==> src/rtl/spbd_pkg.sv <==
// ============================================================================
// Space packet byte deframer package
// Shared types, constants and register codes for the deframer.
// ============================================================================
package spbd_pkg;

    // Packet geometry.
    localparam int SYNC_LEN        = 2;
    localparam int PRIMARY_BYTES   = 6;
    localparam int SECONDARY_BYTES = 5;
    localparam int PRIM_END        = SYNC_LEN + PRIMARY_BYTES;
    localparam int SEC_END         = PRIM_END + SECONDARY_BYTES;

    // Field widths.
    localparam int BYTE_W = 8;
    localparam int CNT_W  = 17;
    localparam int SEC_W  = 3;

    // Configuration port.
    localparam int ADDR_W = 3;
    localparam int DATA_W = 32;

    localparam logic [BYTE_W-1:0] SYNC_FIRST_RST  = 8'h55;
    localparam logic [BYTE_W-1:0] SYNC_SECOND_RST = 8'hAA;

    typedef enum logic [0:0] {
        REG_SYNC_FIRST  = 1'b0,
        REG_SYNC_SECOND = 1'b1
    } t_reg_index;

    typedef enum logic [2:0] {
        PH_HUNT = 3'd0,
        PH_CAND = 3'd1,
        PH_PRIM = 3'd2,
        PH_SEC  = 3'd3,
        PH_BODY = 3'd4
    } t_phase;

    typedef enum logic [SEC_W-1:0] {
        SEC_HUNT   = 3'd0,
        SEC_SYNC   = 3'd1,
        SEC_PRIM   = 3'd2,
        SEC_SECOND = 3'd3,
        SEC_BODY   = 3'd4
    } t_section;

    typedef struct packed {
        logic [BYTE_W-1:0] sync_first;
        logic [BYTE_W-1:0] sync_second;
    } t_cfg;

    typedef struct packed {
        logic [BYTE_W-1:0] out_byte;
        t_section          section;
        logic [CNT_W-1:0]  offset;
        logic              packet_done;
        logic [CNT_W-1:0]  body_length;
    } t_result;

endpackage

==> src/rtl/spbd_cfg_regs.sv <==
// ============================================================================
// Deframer configuration registers
// APB-style register file holding the two sync bytes.
// ============================================================================
module spbd_cfg_regs (
    input  logic                           i_clk,
    input  logic                           i_rst_n,
    input  logic                           psel,
    input  logic                           penable,
    input  logic                           pwrite,
    input  logic [spbd_pkg::ADDR_W-1:0]    paddr,
    input  logic [spbd_pkg::DATA_W-1:0]    pwdata,
    output logic [spbd_pkg::DATA_W-1:0]    prdata,
    output logic                           pready,
    output spbd_pkg::t_cfg                 o_cfg
);

    logic [spbd_pkg::BYTE_W-1:0] r_sync_first;
    logic [spbd_pkg::BYTE_W-1:0] r_sync_second;
    spbd_pkg::t_reg_index        reg_index;
    logic                        wr_en;

    // Registers sit on word boundaries; the low address bits are ignored.
    assign reg_index = spbd_pkg::t_reg_index'(paddr[2]);
    assign pready    = 1'b1;
    assign wr_en     = psel & penable & pwrite & pready;

    always_ff @(posedge i_clk) begin
        if (!i_rst_n) begin
            r_sync_first  <= spbd_pkg::SYNC_FIRST_RST;
            r_sync_second <= spbd_pkg::SYNC_SECOND_RST;
        end else if (wr_en) begin
            unique case (reg_index)
                spbd_pkg::REG_SYNC_FIRST:  r_sync_first  <= pwdata[spbd_pkg::BYTE_W-1:0];
                spbd_pkg::REG_SYNC_SECOND: r_sync_second <= pwdata[spbd_pkg::BYTE_W-1:0];
                default: ;
            endcase
        end
    end

    always_comb begin
        prdata = '0;
        unique case (reg_index)
            spbd_pkg::REG_SYNC_FIRST:  prdata[spbd_pkg::BYTE_W-1:0] = r_sync_first;
            spbd_pkg::REG_SYNC_SECOND: prdata[spbd_pkg::BYTE_W-1:0] = r_sync_second;
            default:                   prdata = '0;
        endcase
    end

    assign o_cfg.sync_first  = r_sync_first;
    assign o_cfg.sync_second = r_sync_second;

endmodule

==> src/rtl/spbd_core.sv <==
// ============================================================================
// Deframer core
// Input byte register, packet phase tracker and result formation.
// ============================================================================
module spbd_core #(
    parameter int PRIMARY_BYTES   = spbd_pkg::PRIMARY_BYTES,
    parameter int SECONDARY_BYTES = spbd_pkg::SECONDARY_BYTES
) (
    input  logic                          i_clk,
    input  logic                          i_rst_n,
    input  spbd_pkg::t_cfg                i_cfg,
    input  logic                          i_up_valid,
    output logic                          o_up_ready,
    input  logic [spbd_pkg::BYTE_W-1:0]   i_up_byte,
    output logic                          o_dn_valid,
    input  logic                          i_dn_ready,
    output spbd_pkg::t_result             o_dn_result
);

    localparam int CW       = spbd_pkg::CNT_W;
    localparam int PRIM_END = spbd_pkg::SYNC_LEN + PRIMARY_BYTES;
    localparam int SEC_END  = PRIM_END + SECONDARY_BYTES;

    logic                        r_in_valid;
    logic [spbd_pkg::BYTE_W-1:0] r_in_byte;

    spbd_pkg::t_phase            r_phase, n_phase;
    logic [CW-1:0]               r_count, n_count;
    logic [spbd_pkg::BYTE_W-1:0] r_last, n_last;
    logic [spbd_pkg::BYTE_W-1:0] r_len_high, n_len_high;
    logic [CW-1:0]               r_pkt_len, n_pkt_len;

    spbd_pkg::t_section          sec;
    logic [CW-1:0]               off;
    logic                        done;
    logic [CW-1:0]               len_out;
    logic                        advance;
    logic                        up_acc;

    assign advance    = r_in_valid & i_dn_ready;
    assign o_up_ready = ~r_in_valid | i_dn_ready;
    assign up_acc     = i_up_valid & o_up_ready;
    assign o_dn_valid = r_in_valid;

    always_ff @(posedge i_clk) begin
        if (!i_rst_n) begin
            r_in_valid <= 1'b0;
        end else if (up_acc) begin
            r_in_valid <= 1'b1;
        end else if (advance) begin
            r_in_valid <= 1'b0;
        end
    end

    always_ff @(posedge i_clk) begin
        if (up_acc) begin
            r_in_byte <= i_up_byte;
        end
    end

    always_ff @(posedge i_clk) begin
        if (!i_rst_n) begin
            r_phase    <= spbd_pkg::PH_HUNT;
            r_count    <= '0;
            r_last     <= '0;
            r_len_high <= '0;
            r_pkt_len  <= '0;
        end else if (advance) begin
            r_phase    <= n_phase;
            r_count    <= n_count;
            r_last     <= n_last;
            r_len_high <= n_len_high;
            r_pkt_len  <= n_pkt_len;
        end
    end

    always_comb begin
        n_phase    = r_phase;
        n_count    = r_count;
        n_last     = r_last;
        n_len_high = r_len_high;
        n_pkt_len  = r_pkt_len;
        sec        = spbd_pkg::SEC_HUNT;
        off        = '0;
        done       = 1'b0;

        unique case (r_phase)
            spbd_pkg::PH_CAND: begin
                if (r_last == i_cfg.sync_first && r_in_byte == i_cfg.sync_second) begin
                    sec       = spbd_pkg::SEC_SYNC;
                    off       = CW'(1);
                    n_phase   = spbd_pkg::PH_PRIM;
                    n_count   = CW'(spbd_pkg::SYNC_LEN);
                    n_pkt_len = '0;
                end else begin
                    // Slide the hunt: the new byte becomes the candidate.
                    n_last  = r_in_byte;
                    n_phase = spbd_pkg::PH_CAND;
                    n_count = CW'(1);
                    sec     = (r_in_byte == i_cfg.sync_first) ? spbd_pkg::SEC_SYNC
                                                              : spbd_pkg::SEC_HUNT;
                end
            end
            spbd_pkg::PH_PRIM: begin
                sec = spbd_pkg::SEC_PRIM;
                off = r_count;
                if (r_count == CW'(PRIM_END - 2)) begin
                    n_len_high = r_in_byte;
                end
                if (r_count == CW'(PRIM_END - 1)) begin
                    n_pkt_len = {1'b0, r_len_high, r_in_byte} + CW'(1);
                    n_phase   = (SECONDARY_BYTES > 0) ? spbd_pkg::PH_SEC
                                                      : spbd_pkg::PH_BODY;
                end
                n_count = r_count + CW'(1);
            end
            spbd_pkg::PH_SEC: begin
                sec = spbd_pkg::SEC_SECOND;
                off = r_count;
                if (r_count >= CW'(SEC_END - 1)) begin
                    if (r_pkt_len <= CW'(SECONDARY_BYTES)) begin
                        done = 1'b1;
                    end else begin
                        n_phase = spbd_pkg::PH_BODY;
                    end
                end
                n_count = r_count + CW'(1);
            end
            spbd_pkg::PH_BODY: begin
                sec = spbd_pkg::SEC_BODY;
                off = r_count;
                if (({1'b0, r_count} + (CW+1)'(1))
                        >= ((CW+1)'(PRIM_END) + {1'b0, r_pkt_len})) begin
                    done = 1'b1;
                end
                n_count = r_count + CW'(1);
            end
            default: begin
                n_last  = r_in_byte;
                n_phase = spbd_pkg::PH_CAND;
                n_count = CW'(1);
                sec     = (r_in_byte == i_cfg.sync_first) ? spbd_pkg::SEC_SYNC
                                                          : spbd_pkg::SEC_HUNT;
            end
        endcase

        len_out = n_pkt_len;
        if (done) begin
            n_phase   = spbd_pkg::PH_HUNT;
            n_count   = '0;
            n_pkt_len = '0;
        end
    end

    assign o_dn_result.out_byte    = r_in_byte;
    assign o_dn_result.section     = sec;
    assign o_dn_result.offset      = off;
    assign o_dn_result.packet_done = done;
    assign o_dn_result.body_length = len_out;

endmodule

==> src/rtl/spbd_out_skid.sv <==
// ============================================================================
// Deframer output skid buffer
// Two-entry result register that keeps the upstream ready registered.
// ============================================================================
module spbd_out_skid (
    input  logic               i_clk,
    input  logic               i_rst_n,
    input  logic               i_up_valid,
    output logic               o_up_ready,
    input  spbd_pkg::t_result  i_up_data,
    output logic               o_dn_valid,
    input  logic               i_dn_ready,
    output spbd_pkg::t_result  o_dn_data
);

    logic              r_main_valid;
    logic              r_skid_valid;
    spbd_pkg::t_result r_main;
    spbd_pkg::t_result r_skid;
    logic              up_acc;
    logic              dn_take;

    assign o_up_ready = ~r_skid_valid;
    assign up_acc     = i_up_valid & o_up_ready;
    assign dn_take    = r_main_valid & i_dn_ready;
    assign o_dn_valid = r_main_valid;
    assign o_dn_data  = r_main;

    always_ff @(posedge i_clk) begin
        if (!i_rst_n) begin
            r_main_valid <= 1'b0;
            r_skid_valid <= 1'b0;
        end else if (r_skid_valid) begin
            if (dn_take) begin
                r_skid_valid <= 1'b0;
            end
        end else if (up_acc) begin
            if (r_main_valid && !dn_take) begin
                r_skid_valid <= 1'b1;
            end else begin
                r_main_valid <= 1'b1;
            end
        end else if (dn_take) begin
            r_main_valid <= 1'b0;
        end
    end

    always_ff @(posedge i_clk) begin
        if (r_skid_valid) begin
            if (dn_take) begin
                r_main <= r_skid;
            end
        end else if (up_acc) begin
            if (r_main_valid && !dn_take) begin
                r_skid <= i_up_data;
            end else begin
                r_main <= i_up_data;
            end
        end
    end

endmodule

==> src/rtl/space_packet_byte_deframer_unit.sv <==
// ============================================================================
// Space packet byte deframer
// Hunts for a two-byte sync word, walks the primary header, secondary header
// and body of each packet, and tags every received byte with its section.
// ============================================================================
//
//  Channel   Direction  Handshake                 Payload
//  -------   ---------  ------------------------  -------------------------------
//  rx        in         i_valid / o_ready         i_rx_byte
//  result    out        o_valid / i_ready         o_out_byte, o_section, o_offset,
//                                                 o_packet_done, o_body_length
//  config    in         psel/penable/pwrite/pready paddr, pwdata, prdata
//
// One beat is taken per clock cycle, sustained while the result side keeps
// up, and every input beat makes exactly one result beat. A byte is held in
// the input register, where the phase tracker evaluates it, and then lands
// in the result register of the output skid buffer, which presents it.
// Reset is synchronous and active low; it returns the tracker to hunting and
// restores the sync bytes to 0x55 and 0xAA. There is no clearing pass.
// A stall on the result side fills the result register, the skid entry and
// the input register, three beats in all, and then drops o_ready; o_ready
// comes from registers only, never from i_ready directly.
//
// The sync hunt slides: a byte that breaks a sync pair becomes the new
// candidate first sync byte instead of being thrown away. The length field is
// taken big-endian from the last two primary-header bytes and incremented by
// one; a packet never ends before the end of its secondary header.
// ============================================================================
module space_packet_byte_deframer_unit #(
    parameter int PRIMARY_BYTES   = spbd_pkg::PRIMARY_BYTES,
    parameter int SECONDARY_BYTES = spbd_pkg::SECONDARY_BYTES
) (
    input  logic                          i_clk,
    input  logic                          i_rst_n,
    // Received byte channel.
    input  logic                          i_valid,
    output logic                          o_ready,
    input  logic [spbd_pkg::BYTE_W-1:0]   i_rx_byte,
    // Tagged byte channel.
    output logic                          o_valid,
    input  logic                          i_ready,
    output logic [spbd_pkg::BYTE_W-1:0]   o_out_byte,
    output logic [spbd_pkg::SEC_W-1:0]    o_section,
    output logic [spbd_pkg::CNT_W-1:0]    o_offset,
    output logic                          o_packet_done,
    output logic [spbd_pkg::CNT_W-1:0]    o_body_length,
    // Configuration port.
    input  logic                          psel,
    input  logic                          penable,
    input  logic                          pwrite,
    input  logic [spbd_pkg::ADDR_W-1:0]   paddr,
    input  logic [spbd_pkg::DATA_W-1:0]   pwdata,
    output logic [spbd_pkg::DATA_W-1:0]   prdata,
    output logic                          pready
);

    spbd_pkg::t_cfg    cfg;
    spbd_pkg::t_result core_result;
    spbd_pkg::t_result out_result;
    logic              core_valid;
    logic              skid_ready;

    // Sync byte registers behind the APB-style port.
    spbd_cfg_regs u_cfg_regs (
        .i_clk   (i_clk),
        .i_rst_n (i_rst_n),
        .psel    (psel),
        .penable (penable),
        .pwrite  (pwrite),
        .paddr   (paddr),
        .pwdata  (pwdata),
        .prdata  (prdata),
        .pready  (pready),
        .o_cfg   (cfg)
    );

    // Input register plus the phase tracker. The tracker state advances only
    // when the skid buffer takes the current byte's result.
    spbd_core #(
        .PRIMARY_BYTES   (PRIMARY_BYTES),
        .SECONDARY_BYTES (SECONDARY_BYTES)
    ) u_core (
        .i_clk       (i_clk),
        .i_rst_n     (i_rst_n),
        .i_cfg       (cfg),
        .i_up_valid  (i_valid),
        .o_up_ready  (o_ready),
        .i_up_byte   (i_rx_byte),
        .o_dn_valid  (core_valid),
        .i_dn_ready  (skid_ready),
        .o_dn_result (core_result)
    );

    // Result register with a skid entry, so a stalled consumer never blocks
    // the byte already in flight.
    spbd_out_skid u_out_skid (
        .i_clk      (i_clk),
        .i_rst_n    (i_rst_n),
        .i_up_valid (core_valid),
        .o_up_ready (skid_ready),
        .i_up_data  (core_result),
        .o_dn_valid (o_valid),
        .i_dn_ready (i_ready),
        .o_dn_data  (out_result)
    );

    assign o_out_byte    = out_result.out_byte;
    assign o_section     = out_result.section;
    assign o_offset      = out_result.offset;
    assign o_packet_done = out_result.packet_done;
    assign o_body_length = out_result.body_length;

endmodule

==> config.mk <==
export PLATFORM = sky130hd
export DESIGN_NAME = space_packet_byte_deframer_unit
export DESIGN_NICKNAME = d
export VERILOG_FILES = /design/src/rtl/spbd_pkg.sv /design/src/rtl/spbd_cfg_regs.sv /design/src/rtl/spbd_core.sv /design/src/rtl/spbd_out_skid.sv /design/src/rtl/space_packet_byte_deframer_unit.sv
export SDC_FILE = /design/constraint.sdc
export NUM_CORES = 1
export LEC_CHECK = 0
export ABC_CLOCK_PERIOD_IN_PS = 3900
export BUFFER_PORTS_ARGS = -buffer_cell sky130_fd_sc_hd__buf_2
export CORE_ASPECT_RATIO = 0.75
export CORE_MARGIN = 5
export CORE_UTILIZATION = 52
export CTS_CLUSTER_SIZE = 14
export DETAILED_ROUTE_END_ITERATION = 8
export GPL_TIMING_DRIVEN = 0
export PLACE_DENSITY = 0.84
export SLEW_MARGIN = 20
export SYNTH_ARGS = -nofsm -noshare
export SYNTH_HDL_FRONTEND = slang
export SYNTH_SLANG_ARGS = --single-unit
==> constraint.sdc <==
create_clock -name i_clk -period 3.9 [get_ports i_clk]
set_input_delay 0.78 -clock i_clk [delete_from_list [all_inputs] [get_ports i_clk]]
set_output_delay 0.78 -clock i_clk [all_outputs]
set_load 0.03 [all_outputs]
* Yosys cells after proc, flatten, opt, wreduce, memory -nomap -nowiden
Cells that the tools add are included.
Cells by class: $add $sub $neg 4, $lt $le $gt $ge 3, equality and inequality tests 17, multiplexer cells 38, bitwise logic cells 10, reductions and logical operators 15
Operator list (number):
- $mux 46 | 4
- $pmux 17 s2 | 3
- $mux 17 | 4
- $eq 17x3->1 const B | 2
- $pmux 8 s2 | 2
- $eq 8x8->1 | 3
- $pmux 3 s4 | 2
- $add 17x1->18 const B | 1
- $add 4x17->18 const A | 1
- $ge 18x18->1 | 1
- $add 16x1->17 const B | 1
- $add 17x1->17 const B | 1
- $ge 17x4->1 const B | 1
- $le 17x3->1 const B | 1
- $mux 3 | 5
- $reduce_and 3->1 | 5
- $mux 1 | 14
- $mux 8 | 1
- $eq 3x2->1 const B | 2
- $ne 2x2->1 const B | 3
- $ne 3x1->1 const B | 2
- $reduce_bool 2->1 | 3
- $and 1x1->1 | 5
- $reduce_and 5->1 | 1
- other kinds (12) | 19
Storage, ports and cells: register bits after elaboration 172, bits of input ports 50, logic and storage cells 108

* Depth between registers and ports, before layout
depth in word-level cells 7, gate-level depth with buffers 19

* Hierarchy
From an unflattened synthesis, not the netlist that was laid out.
Unflattened totals: cell total of the unflattened synthesis 796, area total of the unflattened synthesis 9090.0 um^2
Modules (own cells, without submodules):
- spbd_core | times used 1, cells an instance 531, area an instance 4424.2 um^2, sequential area each 1321.3 um^2
- spbd_out_skid | times used 1, cells an instance 158, area an instance 3674.8 um^2, sequential area each 2802.7 um^2
- spbd_cfg_regs | times used 1, cells an instance 107, area an instance 991.0 um^2, sequential area each 320.3 um^2

* Worst setup path after synthesis
OpenSTA, ideal clock, no wires.
kind reg2reg, start reg u_core.r_count[0], end reg u_out_skid.r_main, in the netlist u_out_skid.o_dn_data[17], data pin, setup time 0.260 ns, arrival time 3.636 ns, setup slack 0.005 ns, cell stages (with the launch flop) 19, cell sequence dfxtp_1 -> ha_1 -> clkbuf_1 -> nand3_1 -> nor2_1 -> and3_1 -> clkbuf_1 -> nand3_1 -> nand2_1 -> nand2_1 -> ha_1 -> a21oi_1 -> nand2_1 -> a221oi_1 -> o22ai_1 -> nor2_1 -> clkbuf_1 -> inv_2 -> mux2_2
RTL lines:
- from (decl) | line spbd_core.sv:28 | logic [CW-1:0] r_count, n_count;
- from (signal assigned) | line spbd_core.sv:70 | r_count <= n_count;
- to (signal assigned) | line spbd_out_skid.sv:51 | r_main <= r_skid;
- to (signal assigned) | line spbd_out_skid.sv:57 | r_main <= i_up_data;
- to (decl) | line spbd_out_skid.sv:18 | spbd_pkg::t_result r_main;

==> results.toml <==
[placement]
placed_cells = 1116
gp_congestion = 0.930
dp_hpwl_um = 14600
pre_cts_ws_ps = -877
dpl_cell_area_um2 = 9450
placement.io_buffers = 79

[setup_path]
slowest_stage = "dfxtp_2"
r2r_slack_ps = 240
start_kind = "flop"
end_kind = "flop"
worstPathCellList = "and3_1 -> nand3_2 -> nor2_4 -> and3_2 -> nand3_1 -> xnor2_1 -> ha_1 -> and4_1 -> a221oi_2 -> o22ai_1 -> nor2_2 -> buf_4 -> inv_2 -> mux2_2"
critPathArrivalTime_ps = 3840
critPathRequiredTime_ps = 4080
crit_fanout = 10
max_stage_delay_ps = 440
worstSetupPathType = "reg2reg"

[yosys]
synth_area_um2 = 8610
synthTopCellsByCount = "edfxtp_1, nand2_1, dfxtp_1"
ys_seq_elements = 172
synth_cell_type_count = 53
async_flop_share = 0
synth_top_area_frac = 0.349
avgSynthCellArea_um2 = 10.7
synth_cells = 801
ys_top_cells_by_area = "edfxtp_1, dfxtp_1, mux2_2"
synth_most_common_cell = "edfxtp_1"
synth_top_area_cell = "edfxtp_1"
synth_ff_type = "edfxtp_1"
synth_edf_count = 100
ys.warnings.count = 0
ys_seq_area_frac = 0.516

[power_and_ir_drop]
ir_drop_mv = 0.267
leakage_nw = 4.08
p_seq_frac = 0.493
p_comb_frac = 0.085
power.density_nw_per_um2 = 399
intPower_mw = 3.00
switchingPower_mw = 1.02
p_clk_frac = 0.423
power.share.switching = 0.254

[routing]
drtIter0Drc = 602
ant_nets = 0
dr.pass1.iters = 6
vias = 6473
dr_wl_met3_um = 1610
top_layer = "met4"
dr_wl_met2_um = 9060
via_per_inst = 5.67
drc = 0
routed_wl_um = 20200
wl_met1_um = 9120
wl_per_cell_um = 17.7

[grt]
grt_pass1_wl_um = 32500
antenna_found_initial = 0
grt_max_degree = 26
grt_pass1_vias = 6241
overflow = 0
grt_usage = 0.214

[status]
outcome = "completed"

[sta]
period_share = 0.938
finalSetupViolCount = 0
fin_crit_ps = 3660
skew_ps = 10.4
setup_slack_ps = 243
finalHoldViolations = 0
rsz0062_at_grt = "no"
finalMaxSlewViolations = 0
tightest_slew_ps = 1020
fmax_mhz = 273
maxSlewHeadroom = 0.320

[floorplanning]
die_area_um2 = 19300
boundaryPins = 131
num_rows = 40
die-width_um = 159
core_um2 = 16100
start_util = 0.534
die_y_um = 121

[clocking]
htreeDepth = 4
postCtsHoldBufs = 0
cts-root-buf = "clkbuf_16"
clk_pin_slew_ps = 70
numCtsBuffers = 17
clk_latency_ps = 430
cts_buffer_depth = 2
clkSinkCount = 172
cts_tree = "built"

[finish]
regArea_um2 = 4450
drive_gt1_frac = 0.245
multi_input_area_um2 = 3820
fin_area_um2 = 10100
layout.nets = 992
area_growth_syn_to_layout_pct = 17.2
fill_cells = 1295
postLayoutCoreUtil = 0.626
diodes = 0
finalNonFillerCells = 1141

[hold_path]
holdCritPathClass = "reg2reg"

[run]
maxCapViolations = 0
-- final cells by class --
class | count | share of cell area
Sequential cell | 172 | 0.441
Multi-Input combinational cell | 550 | 0.379
Timing Repair Buffer | 83 | 0.0481
Clock buffer | 18 | 0.0435
Buffer | 71 | 0.0391
Tap cell | 210 | 0.0261
Clock inverter | 14 | 0.0149
Inverter | 23 | 0.00856
-- path summary, 6_finish.rpt --
path	startpoint	endpoint	depth (start not counted)
worst min-delay path	u_core.r_in_byte[7]$_DFFE_PP_	u_out_skid.r_skid[45]$_DFFE_PP_	0
worst min register to register	u_core.r_in_byte[7]$_DFFE_PP_	u_out_skid.r_skid[45]$_DFFE_PP_	0
worst max-delay path	u_core.r_count[0]$_SDFFE_PN0P_	u_out_skid.o_dn_data[17]$_DFFE_PP_	14
worst max register to register	u_core.r_count[0]$_SDFFE_PN0P_	u_out_skid.o_dn_data[17]$_DFFE_PP_	14
-- power groups by stage --
stage          clock (mW)  sequential (mW)  combinational [mW]
5_1_grt              1.80             1.99               0.364
3_5_place_dp            0             2.02               0.337
3_3_place_gp            0             2.02               0.321
4_1_cts              1.72             1.98               0.339
2_1_floorplan           0             2.07               0.193
6_report             1.70             1.98               0.340
-- metrics by stage --
step | power (mW) | hold slack [ps] | TNS, ps
finish | 4.02 | 450 | 0
global route | 4.15 | 456 | 0
floorplan | 2.26 | 421 | 0
CTS | 4.04 | 449 | 0
global placement | 2.34 | 423 | -82180
detailed placement | 2.36 | 432 | -21810
-- routing by layer --
| layer | vias to the layer above | GRT usage |
|---|---|---|
| li1 | 3084 | - |
| met1 | 3058 | 0.311 |
| met2 | 288 | 0.319 |
| met3 | 43 | 0.0474 |
| met4 | 0 | 0.0666 |
| met5 | - | 0 |
-- registers in the layout (all words and copies together) (netlist names) --
register	cells
u_out_skid.o_dn_data	46
u_out_skid.r_skid	46
u_core.r_count	17
u_core.r_pkt_len	17
u_cfg_regs.r_sync_first	8
u_cfg_regs.r_sync_second	8
u_core.r_in_byte	8
u_core.r_last	8
u_core.r_len_high	8
u_core.r_phase	3
u_core.o_dn_valid	1
u_out_skid.o_dn_valid	1
u_out_skid.r_skid_valid	1
-- critical path, delay by kind of cell, from the launching register on --
kind	cells	cell delay, ps
and+or+nand+nor	7	1410
DFF	1	440
AOI/OAI and AO/OA	2	410
adders and majority gates	1	310
xor gates and xnor gates	1	300
buffers and inverters	2	290
muxes	1	250
-- cells by family (layout without fill, tap and decap cells) --
| logic type | count (synthesis) | in the layout | synth area share |
|---|---|---|---|
| DFF | 172 | 172 | 0.516 |
| and+or+nand+nor | 249 | 249 | 0.141 |
| muxes | 68 | 68 | 0.0866 |
| AOI/OAI and AO/OA | 121 | 121 | 0.0980 |
| buffers and inverters | 102 | 209 | 0.0584 |
| adders and majority gates | 24 | 24 | 0.0349 |
| other | 2 | 25 | 0.000872 |
| xor gates and xnor gates | 63 | 63 | 0.0641 |
-- what timing repair did --
| item | in CTS | in global routing |
|---|---|---|
| setup endpoints to repair | 37 | 37 |
| resized for setup | 14 | 11 |
| pin swaps | 0 | 1 |
| setup buffers | 0 | 1 |
| cloned | 0 | 0 |
-- layout by cell type (no fill, tap or decap), drive strengths merged, types with 3 or more instances in the layout --
cell,netlist,routed
nor4,5,5
o211ai,4,4
clkinv,1,3
a21oi,34,34
nor2,49,49
dfxtp,72,72
nand4b,3,3
a211oi,4,4
inv,22,30
conb,2,25
nand2b,4,4
ha,24,24
a41oi,4,4
a31oi,10,10
mux2,52,52
nand2,77,77
and3,14,14
a32o,4,4
a21o,19,19
nand3,36,36
clkinvlp,0,3
mux2i,16,16
nor3,13,13
nand4,23,23
xnor2,41,41
buf,38,123
clkbuf,41,49
nor2b,4,4
xor2,22,22
edfxtp,100,100
o22ai,3,3
o21ai,13,13
a22o,15,15
and2,14,14
Power figures use the tool's default switching activity.
